--- src/b2ad_pkg.sv ---
package b2ad_pkg;

    localparam int VALUE_W    = 31;
    localparam int CHAR_W     = 6;
    localparam int DIGIT_W    = 4;
    localparam int MAX_DIGITS = 10;
    localparam int DIG_IDX_W  = (MAX_DIGITS > 1) ? $clog2(MAX_DIGITS) : 1;
    localparam int QUEUE_DEPTH = 2;

    localparam logic [CHAR_W-1:0] ASCII_ZERO = 6'h30;

    // floor(v / 10) == (v * RECIP_TEN) >> RECIP_SHIFT for every v below 2**32
    localparam logic [31:0] RECIP_TEN   = 32'hCCCC_CCCD;
    localparam int          RECIP_SHIFT = 35;
    localparam int          PROD_W      = VALUE_W + 32;

    typedef struct packed {
        logic               valid;
        logic [VALUE_W-1:0] value;
    } b2ad_req_t;

    typedef enum logic [1:0] {
        B_IDLE,
        B_GEN,
        B_EMIT
    } b2ad_state_t;

endpackage

--- src/b2ad_front.sv ---
module b2ad_front
    import b2ad_pkg::*;
(
    input  logic               clk,
    input  logic               rst_n,
    input  logic               in_valid,
    output logic               in_ready,
    input  logic [VALUE_W-1:0] value,
    output b2ad_req_t          req,
    input  logic               pop
);

    logic [VALUE_W-1:0] entry_reg [QUEUE_DEPTH];
    logic               wr_ptr_reg, wr_ptr_next;
    logic               rd_ptr_reg, rd_ptr_next;
    logic [1:0]         cnt_reg, cnt_next;
    logic               push;
    logic               do_pop;

    assign in_ready = (cnt_reg != 2'(QUEUE_DEPTH));
    assign push     = in_valid && in_ready;
    assign do_pop   = pop && (cnt_reg != 2'd0);

    assign req.valid = (cnt_reg != 2'd0);
    assign req.value = entry_reg[rd_ptr_reg];

    always_comb
    begin
        wr_ptr_next = push   ? ~wr_ptr_reg : wr_ptr_reg;
        rd_ptr_next = do_pop ? ~rd_ptr_reg : rd_ptr_reg;
        cnt_next    = cnt_reg;
        if (push && !do_pop)
        begin
            cnt_next = cnt_reg + 2'd1;
        end
        else if (!push && do_pop)
        begin
            cnt_next = cnt_reg - 2'd1;
        end
    end

    always_ff @(posedge clk or negedge rst_n)
    begin
        if (!rst_n)
        begin
            wr_ptr_reg <= 1'b0;
            rd_ptr_reg <= 1'b0;
            cnt_reg    <= 2'd0;
        end
        else
        begin
            wr_ptr_reg <= wr_ptr_next;
            rd_ptr_reg <= rd_ptr_next;
            cnt_reg    <= cnt_next;
        end
    end

    always_ff @(posedge clk)
    begin
        if (push)
        begin
            entry_reg[wr_ptr_reg] <= value;
        end
    end

endmodule

--- config.mk ---
export PLATFORM = sky130hd
export DESIGN_NAME = b2ad_front
export DESIGN_NICKNAME = d
export VERILOG_FILES = /design/src/b2ad_pkg.sv /design/src/b2ad_front.sv
export SDC_FILE = /design/constraint.sdc
export NUM_CORES = 1
export LEC_CHECK = 0
export BUFFER_PORTS_ARGS = -buffer_cell sky130_fd_sc_hd__buf_2
export CAP_MARGIN = 20
export CORE_ASPECT_RATIO = 0.5
export CORE_MARGIN = 4
export CORE_UTILIZATION = 52
export CTS_CLUSTER_DIAMETER = 80
export DETAILED_ROUTE_END_ITERATION = 12
export MAX_ROUTING_LAYER = met4
export PLACE_DENSITY_LB_ADDON = 0.1
export SLEW_MARGIN = 10
export SYNTH_ARGS = -nofsm -noshare
export SYNTH_HDL_FRONTEND = slang
export SYNTH_SLANG_ARGS = --single-unit
--- constraint.sdc ---
create_clock -name clk -period 3.5 [get_ports clk]
set_clock_uncertainty 0.2 [all_clocks]
set_input_delay 0.35 -clock clk [delete_from_list [all_inputs] [get_ports clk]]
set_output_delay 0.35 -clock clk [all_outputs]
set_load 0.05 [all_outputs]
* After elaboration in Yosys (flattened, before gate mapping) *
Memory sizes are Yosys's and may differ from the RTL's.
Cells that the tools add are included.

word-level totals
  memories kept = 1
  logic and storage cells = 21
  output and inout bits = 33
  input port bits = 35
  bits in writable memories = 62
  register bits = 4

memories
  name       depth  width  rd ports  clocked after memory_dff  wr ports  line              source
  entry_reg  2      31     1         0                         1         b2ad_front.sv:13  logic [VALUE_W-1:0] entry_reg [QUEUE_DEPTH];

operators by class
  reductions and logical operators = 8
  $add $sub $neg = 2
  equal/unequal tests = 1
  multiplexer cells = 4
  bitwise operators = 2

operators by type and width
  cell                                              number
  logical AND 1 bit                                 4
  2-to-1 mux 2 bit                                  2
  nonzero test 2 bit                                2
  adder 2 x 1 -> 2 bit, second input constant       1
  zero test 1 bit                                   2
  2-to-1 mux 1 bit                                  2
  inequality test 2 bit, second input constant      1
  inverter 1 bit                                    2
  subtractor 2 x 1 -> 2 bit, second input constant  1

* Depth between registers and ports, before layout *
Gate-level depths: netlist (run 1).

  depth in word-level cells = 6
  gate-level depth with buffers = 7
  gate-level depth less buffers = 7

* Least setup slack after synthesis (run 1) *
No wires, ideal clock.

  path kind = register to register
  from = reg cnt_reg[0]
  to = mem entry_reg[0][0], enable pin
  slack = 0.497 ns
  library setup time = 0.419 ns
  required time = 2.881 ns
  arrival = 2.384 ns
  buffers on the path = 0
  period minus slack after synthesis = 3.003 ns
  stages on the path, launching flop included = 4
  cells stage by stage = dfrtp_1 > nand2b_1 > nand2_1 > nor2_1

between the ends
  longest elaborated chain between the ends = 4

ends and longest elaborated chain
  item                                    line              source
  start, declared                         b2ad_front.sv:16  logic [1:0] cnt_reg, cnt_next;
  start signal, assigned                  b2ad_front.sv:54  cnt_reg <= cnt_next;
  inequality test 2 bit                   b2ad_front.sv:20  assign in_ready = (cnt_reg != 2'(QUEUE_DEPTH));
  net in_ready                            b2ad_front.sv:7   output logic in_ready,
  logical AND 1 bit                       b2ad_front.sv:21  assign push = in_valid && in_ready;
  2-to-1 mux 1 bit                        b2ad_front.sv:60  if (push)
  2-to-1 mux 1 bit (implied by the code)  b2ad_front.sv:62  entry_reg[wr_ptr_reg] <= value;
  end, declared                           b2ad_front.sv:13

The timed path passes the listed nets, and every way through them passes these cells.

==> metrics, run 1 <==
setup TNS 0 ns; die width 108 um; mux share of post-synthesis cell area 17.7%; Critical Path Source Type flop; Syn Std Cell Area 2590 um^2; placed instance area 2960 um^2; worst r2r src cnt_reg[0]; Netlist cell types 16; area grow syn2layout 32.2%; first drt pass iteration count 4; max FFs per register 62; H-tree Lvls 3; Routed WL 4300 um; CTS Sinks 66; Seq cells post-synth 66; Rows 17; final hold vios 0; Compound-Gate Fraction of Synth Area 0%; DR vias 1365; Leak Pwr 1.40 nW; Vias per Instance 4.72; Hold Path Cell Cnt 1; Ys Warns 0; reg2reg end entry_reg[0][2]; starting density of the core 56.3%; CP arrival 2.02 ns; largest net degree at the start of global routing 32; Worst R2R Path Depth 3; biggest cell delay along the critical path 0.77 ns; fmax 389 MHz; Hold WC Path Type in2reg; critical path capture point type primary output; multi-input logic area 558 um^2; largest family of logic cells by synthesized area multiplexers; root buffer cell clkbuf_8; Antenna diodes 0; Max-slew headroom 39.2%; Post-CTS Resized 0; nets 256; die area 6240 um^2; Core Area 4590 um^2; Slew Limit Fails 0; clk slew on worst S/H paths 0.06 ns; Post-Syn Instances 115; Fillers 312; RSZ-0062 raised after global routing no; VDD IR max 0.902 mV; post-DP HPWL 2720 um; R2R Setup Slk 1.44 ns; outcome finished, final reports clean; # hold bufs at CTS 25; CTS tree built; share of cells above drive strength 1 51.6%; first-pass GRT wire length 6630 um; largest fanout on the critical path 21; CP max-delay cell dfrtp_2; P per Cell Area 921 nW/um^2; Period minus WS final 2.57 ns; GRT Residual Overflow 0; kind of critical path reg2out; Worst-Margin Slew 0.910 ns; CP top delay family flip-flops; Die Ht 57.9 um; Reg area 1960 um^2; Final ANT Viol Nets 0; Tcrit/Tclk final 73.5%; Synth Area in XOR/XNOR 1.69%; GRT Util Overall 15.4%; # IOs 68; CP required 2.95 ns; Placer Congestion 0.699; CP Buf/Inv Count 2; initial antenna violation count 0; CP Cell Sequence buf_4 -> mux2_4 -> buf_2; Num CTS Buffers 9; DR DRC count 0; drt wl/cell 14.9 um; starting DRC count in detailed routing 55; synthesized net count 151; Worst Hold End entry_reg[0][7]; clk_lat worst skew 0.33 ns; MaxCap Viol Count 0; final instance area 3420 um^2; Final setup viols 0; I/O Buffers 67; Hold Path Origin value[7]; register area share after synthesis 75.8%; buffer count from post-CTS setup fixing 0; Clock Tree Buf Depth 2; adder-cell share of the synthesized area 0.484%; vias in the first global route 1402; Synth Area per Inst 22.5 um^2; simple-gate share of the synthesized area 1.40%
==> where the power goes <==
group | internal, mW | switching (mW)
logic | 0.468 | 0.900
registers | 1.09 | 0.120
clock network | 0.313 | 0.260
==> logic make-up after synthesis <==
logic type,after synthesis
adder cells (fa/ha/maj),1
XOR/XNOR,5
buffers and inverters,5
flip-flops,66
multiplexers,31
AND/OR/NAND/NOR,7
==> cells in the mapped netlist <==
cell type,number,area [um^2]
mux2_4,29,435
buf_6,1,11.3
mux2_2,2,22.5
buf_12,3,60.1
or2_1,1,6.26
nand2_2,1,6.26
xnor2_1,3,26.3
ha_1,1,12.5
nand2b_1,1,6.26
and3_1,1,6.26
nand2_1,1,3.75
dfrtp_1,4,100
xor2_1,2,17.5
nor2_1,2,7.51
edfxtp_1,62,1860
inv_1,1,3.75
==> cell type report <==
class	count	share of cell area, %
clock inverter	5	1.39
timing repair buffer	98	18.7
sequential	66	57.4
inverter	1	0.110
multi-input combinational	44	16.3
tap	66	2.41
clock buffer	9	3.62
==> layer usage <==
metal  up-vias  GRT usage [%]  part of all wire (%)
li1        648              -                     -
met1       665           17.6                    43
met2        45           23.9                    49
met3         7           8.23                   7.0
met4         0           4.32                  0.91
met5         -              -                     0
==> stage by stage <==
| stage | total power [mW] | hold WS [ns] | std cells | utilization (%) | setup WS (ns) |
|---|---|---|---|---|---|
| floorplan | 2.39 | -0.146 | 115 | - | 0.497 |
| global placement | 2.56 | -0.0400 | 246 | 64.4 | 1.28 |
| detailed placement | 2.58 | -0.0389 | 246 | 64.4 | 1.27 |
| CTS | 3.18 | 0.0000305 | 285 | 73.6 | 0.894 |
| global route | 3.28 | 0.000408 | 289 | 74.4 | 0.834 |
| finish | 3.15 | 0.0199 | 289 | 74.4 | 0.929 |
==> worst register-to-register path: stages (launching register included) <==
cell and delay [ns]:
dfrtp_1 0.41, nand2b_1 0.18, nand2_1 0.16, nor2_4 0.72
==> worst max-delay path by stage <==
stage,cells past startpoint,slack (ns),end,startpoint
after detailed placement,3,1.27,req[15],rd_ptr_reg
after global placement,3,1.28,req[9],rd_ptr_reg
final,3,0.93,req[15],rd_ptr_reg
after floorplan,3,0.50,entry_reg[0][0],cnt_reg[0]
after CTS,3,0.89,req[15],rd_ptr_reg
after global routing,3,0.83,req[15],rd_ptr_reg
==> layout by cell type, fill, tap and decap left out, types with 3 or more instances in the layout <==
cell type      count
xnor2_1            3
clkbuf_8           9
mux2_4            29
dlygate4sd3_1     29
edfxtp_1          62
buf_2             67
dfrtp_1            3
No activity file was read; power rests on OpenSTA's default activity.
==> inputs of run 2 (changes only) <==
--- a/config.mk
+++ b/config.mk
@@ -9,7 +9,7 @@
 export CAP_MARGIN = 20
 export CORE_ASPECT_RATIO = 0.5
 export CORE_MARGIN = 4
-export CORE_UTILIZATION = 52
+export CORE_UTILIZATION = 47
 export CTS_CLUSTER_DIAMETER = 80
 export DETAILED_ROUTE_END_ITERATION = 12
 export MAX_ROUTING_LAYER = met4
==> constraint.sdc (replaced) <==
create_clock -name clk -period 2.2 [get_ports clk]
set_clock_uncertainty 0.2 [all_clocks]
set_input_delay 0.22 -clock clk [delete_from_list [all_inputs] [get_ports clk]]
set_output_delay 0.22 -clock clk [all_outputs]
set_load 0.05 [all_outputs]
==> run 2 against run 1 <==
Via count rose by 3.1%. Critical endpoint is now req[30]. Wire length grew 1.1%. Largest power group unchanged. Non-clock buffer count rose by 6. Count of clock-buffer cells in the layout is 1 higher. Sequential power up 55%. Critical path depth unchanged. Largest cell class unchanged.
==> metrics, run 2 (synthesis gave the netlist of run 1 again) <==
outcome finished, final reports clean; worst r2r src cnt_reg[0]; drt wl/cell 14.5 um (-2.9%); R2R Setup Slk 0.36 ns (-1.08 ns); CTS tree built; RSZ-0062 raised after global routing no; CP arrival 1.64 ns (-0.38 ns); Worst R2R Path Depth 7 (+4); Fillers 359 (+15%); biggest cell delay along the critical path 0.57 ns (-0.20 ns); Core Area 5110 um^2 (+11%); setup TNS 0 ns (unchanged); MaxCap Viol Count 0 (unchanged); clk_lat worst skew 0.33 ns (about the same); Flop pwr share 36.6% (-1.7 points); worst hold slack 0.0161 ns (-0.00374 ns); P per Cell Area 1450 nW/um^2 (+58%); Placer Congestion 0.676 (-3.3%); Leak Pwr 1.45 nW (+3.1%); first-pass GRT wire length 6960 um (+5.0%); internal power 3.07 mW (+64%); Clock Tree Buf Depth 2 (unchanged); post-DP HPWL 2780 um (+2.4%); first drt pass iteration count 4 (unchanged); starting DRC count in detailed routing 52 (-5.5%); clk slew on worst S/H paths 0.07 ns (about the same); starting density of the core 50.6% (-5.7 points); CP top delay family flip-flops; Die Ht 60.5 um (+4.5%); final hold vios 0 (unchanged); Worst-Margin Slew 0.262 ns (-0.647 ns); top sig layer met4; Routed WL 4350 um (+1.1%); DR DRC count 0 (unchanged); Antenna diodes 0 (unchanged); Hold WC Path Type in2async; root buffer cell clkbuf_8; CP required 1.78 ns (-1.17 ns); CP max-delay cell dfrtp_4; most common cell after layout, fill and taps aside buf_2; kind of critical path reg2out; Met1 Routed Length 1780 um (-4.1%); combinational share of power 45.1% (+1.6 points); Period minus WS final 2.06 ns; largest net degree at the start of global routing 32 (unchanged); DR vias 1407 (+3.1%); VDD IR max 1.10 mV (+22%); Tcrit/Tclk final 93.8%; Rows 18 (+1); Final setup viols 0 (unchanged); Num CTS Buffers 9 (unchanged); H-tree Lvls 3 (unchanged); Sw Pwr 2.07 mW (+62%); Final ANT Viol Nets 0 (unchanged); switching part of the total 40.3% (-0.35 points); CTS Sinks 66 (unchanged); GRT Util Overall 14.7% (-0.67 points); die area 6830 um^2 (+9.5%); CP Buf/Inv Count 2 (unchanged); # IOs 68 (unchanged); critical path capture point type primary output; metal3 WL 307 um (+1.7%); die width 113 um (+4.8%); GRT Residual Overflow 0 (unchanged); fmax 485 MHz; most frequent cells in the layout buf_2 (67), edfxtp_1 (62), dlygate4sd3_1 (33), mux2_4 (29), clkbuf_8 (9); share of cells above drive strength 1 52.4% (+0.81 points); Critical Path Source Type flop; reg2reg end cnt_reg[1]; CP Cell Sequence buf_12 -> mux2_4 -> buf_2; Max-slew headroom 82.6% (+43 points); initial antenna violation count 0 (unchanged); max FFs per register 62 (unchanged); area grow syn2layout 36.6%; clock power share 18.3% (about the same); largest fanout on the critical path 16 (-24%); Vias per Instance 4.67 (-1.0%); nets 262 (+2.3%); met2 WL post-DR 2240 um (+6.4%); vias in the first global route 1471 (+4.9%); I/O Buffers 67 (unchanged); Slew Limit Fails 0 (unchanged)
==> run 2: cell types whose count changed in the layout (fill, tap and decap cells not counted), sizes merged <==
cell	change
buf	+2
clkbuf	+1
clkinvlp	+1
dlygate4sd3	+4
==> run 2: stage by stage <==
step                      total power, mW  utilization, %  cells  cell area (um^2)  setup WS [ns]
after CTS                            5.20            69.1    301              3530         0.0523
final                                5.14            69.1    301              3530          0.137
after detailed placement             4.20            59.0    252              3020          0.393
after global placement               4.17            59.0    252              3020          0.427
after global routing                 5.38            69.1    301              3530         0.0606
after floorplan                      3.81               -    115              2600         0.0139
==> run 2: power groups by stage <==
stage          combinational [mW]  sequential (mW)  clock, mW
6_report                     2.32             1.88      0.940
5_1_grt                      2.42             1.92       1.04
4_1_cts                      2.35             1.88      0.970
3_5_place_dp                 2.29             1.91          0
3_3_place_gp                 2.28             1.89          0
2_1_floorplan                1.99             1.82          0
==> run 2: worst max-delay path by stage <==
stage	from	end	slack, ns	cells past startpoint
6_report	rd_ptr_reg	req[30]	0.14	3
5_1_grt	rd_ptr_reg	req[12]	0.06	3
4_1_cts	rd_ptr_reg	req[30]	0.05	3
3_5_place_dp	cnt_reg[0]	cnt_reg[1]	0.39	6
3_3_place_gp	rd_ptr_reg	req[25]	0.43	3
2_1_floorplan	cnt_reg[0]	entry_reg[0][0]	0.01	3
==> run 2: what timing repair did <==
action,CTS,global route
resized for setup,0,1
buffers inserted,0,0
hold buffers,33,0
setup endpoints to repair,0,9
endpoints found under the hold margin,67,0
==> run 2: worst register-to-register path, stage by stage (launching register included) <==
cell and delay [ns]:
dfrtp_1 0.42, nand2b_1 0.19, nand2_1 0.19, inv_1 0.07, ha_1 0.20, xor2_1 0.15, nor2_1 0.14, xor2_1 0.21
==> run 2: layout make-up <==
class | count | area [um^2] | share of cell area, %
clock inverter | 6 | 57.6 | 1.63
timing repair buffer | 104 | 733 | 20.7
clock buffer | 10 | 128 | 3.61
multi-input combinational | 44 | 559 | 15.8
sequential | 66 | 1970 | 55.6
inverter | 1 | 3.75 | 0.106
tap | 70 | 87.6 | 2.48
==> run 2: routing by layer <==
metal | vias to the layer above | track usage (%)
met3 | 4 | 6.97
met5 | - | -
li1 | 664 | -
met4 | 0 | 5.14
met2 | 49 | 25.1
met1 | 690 | 15.4
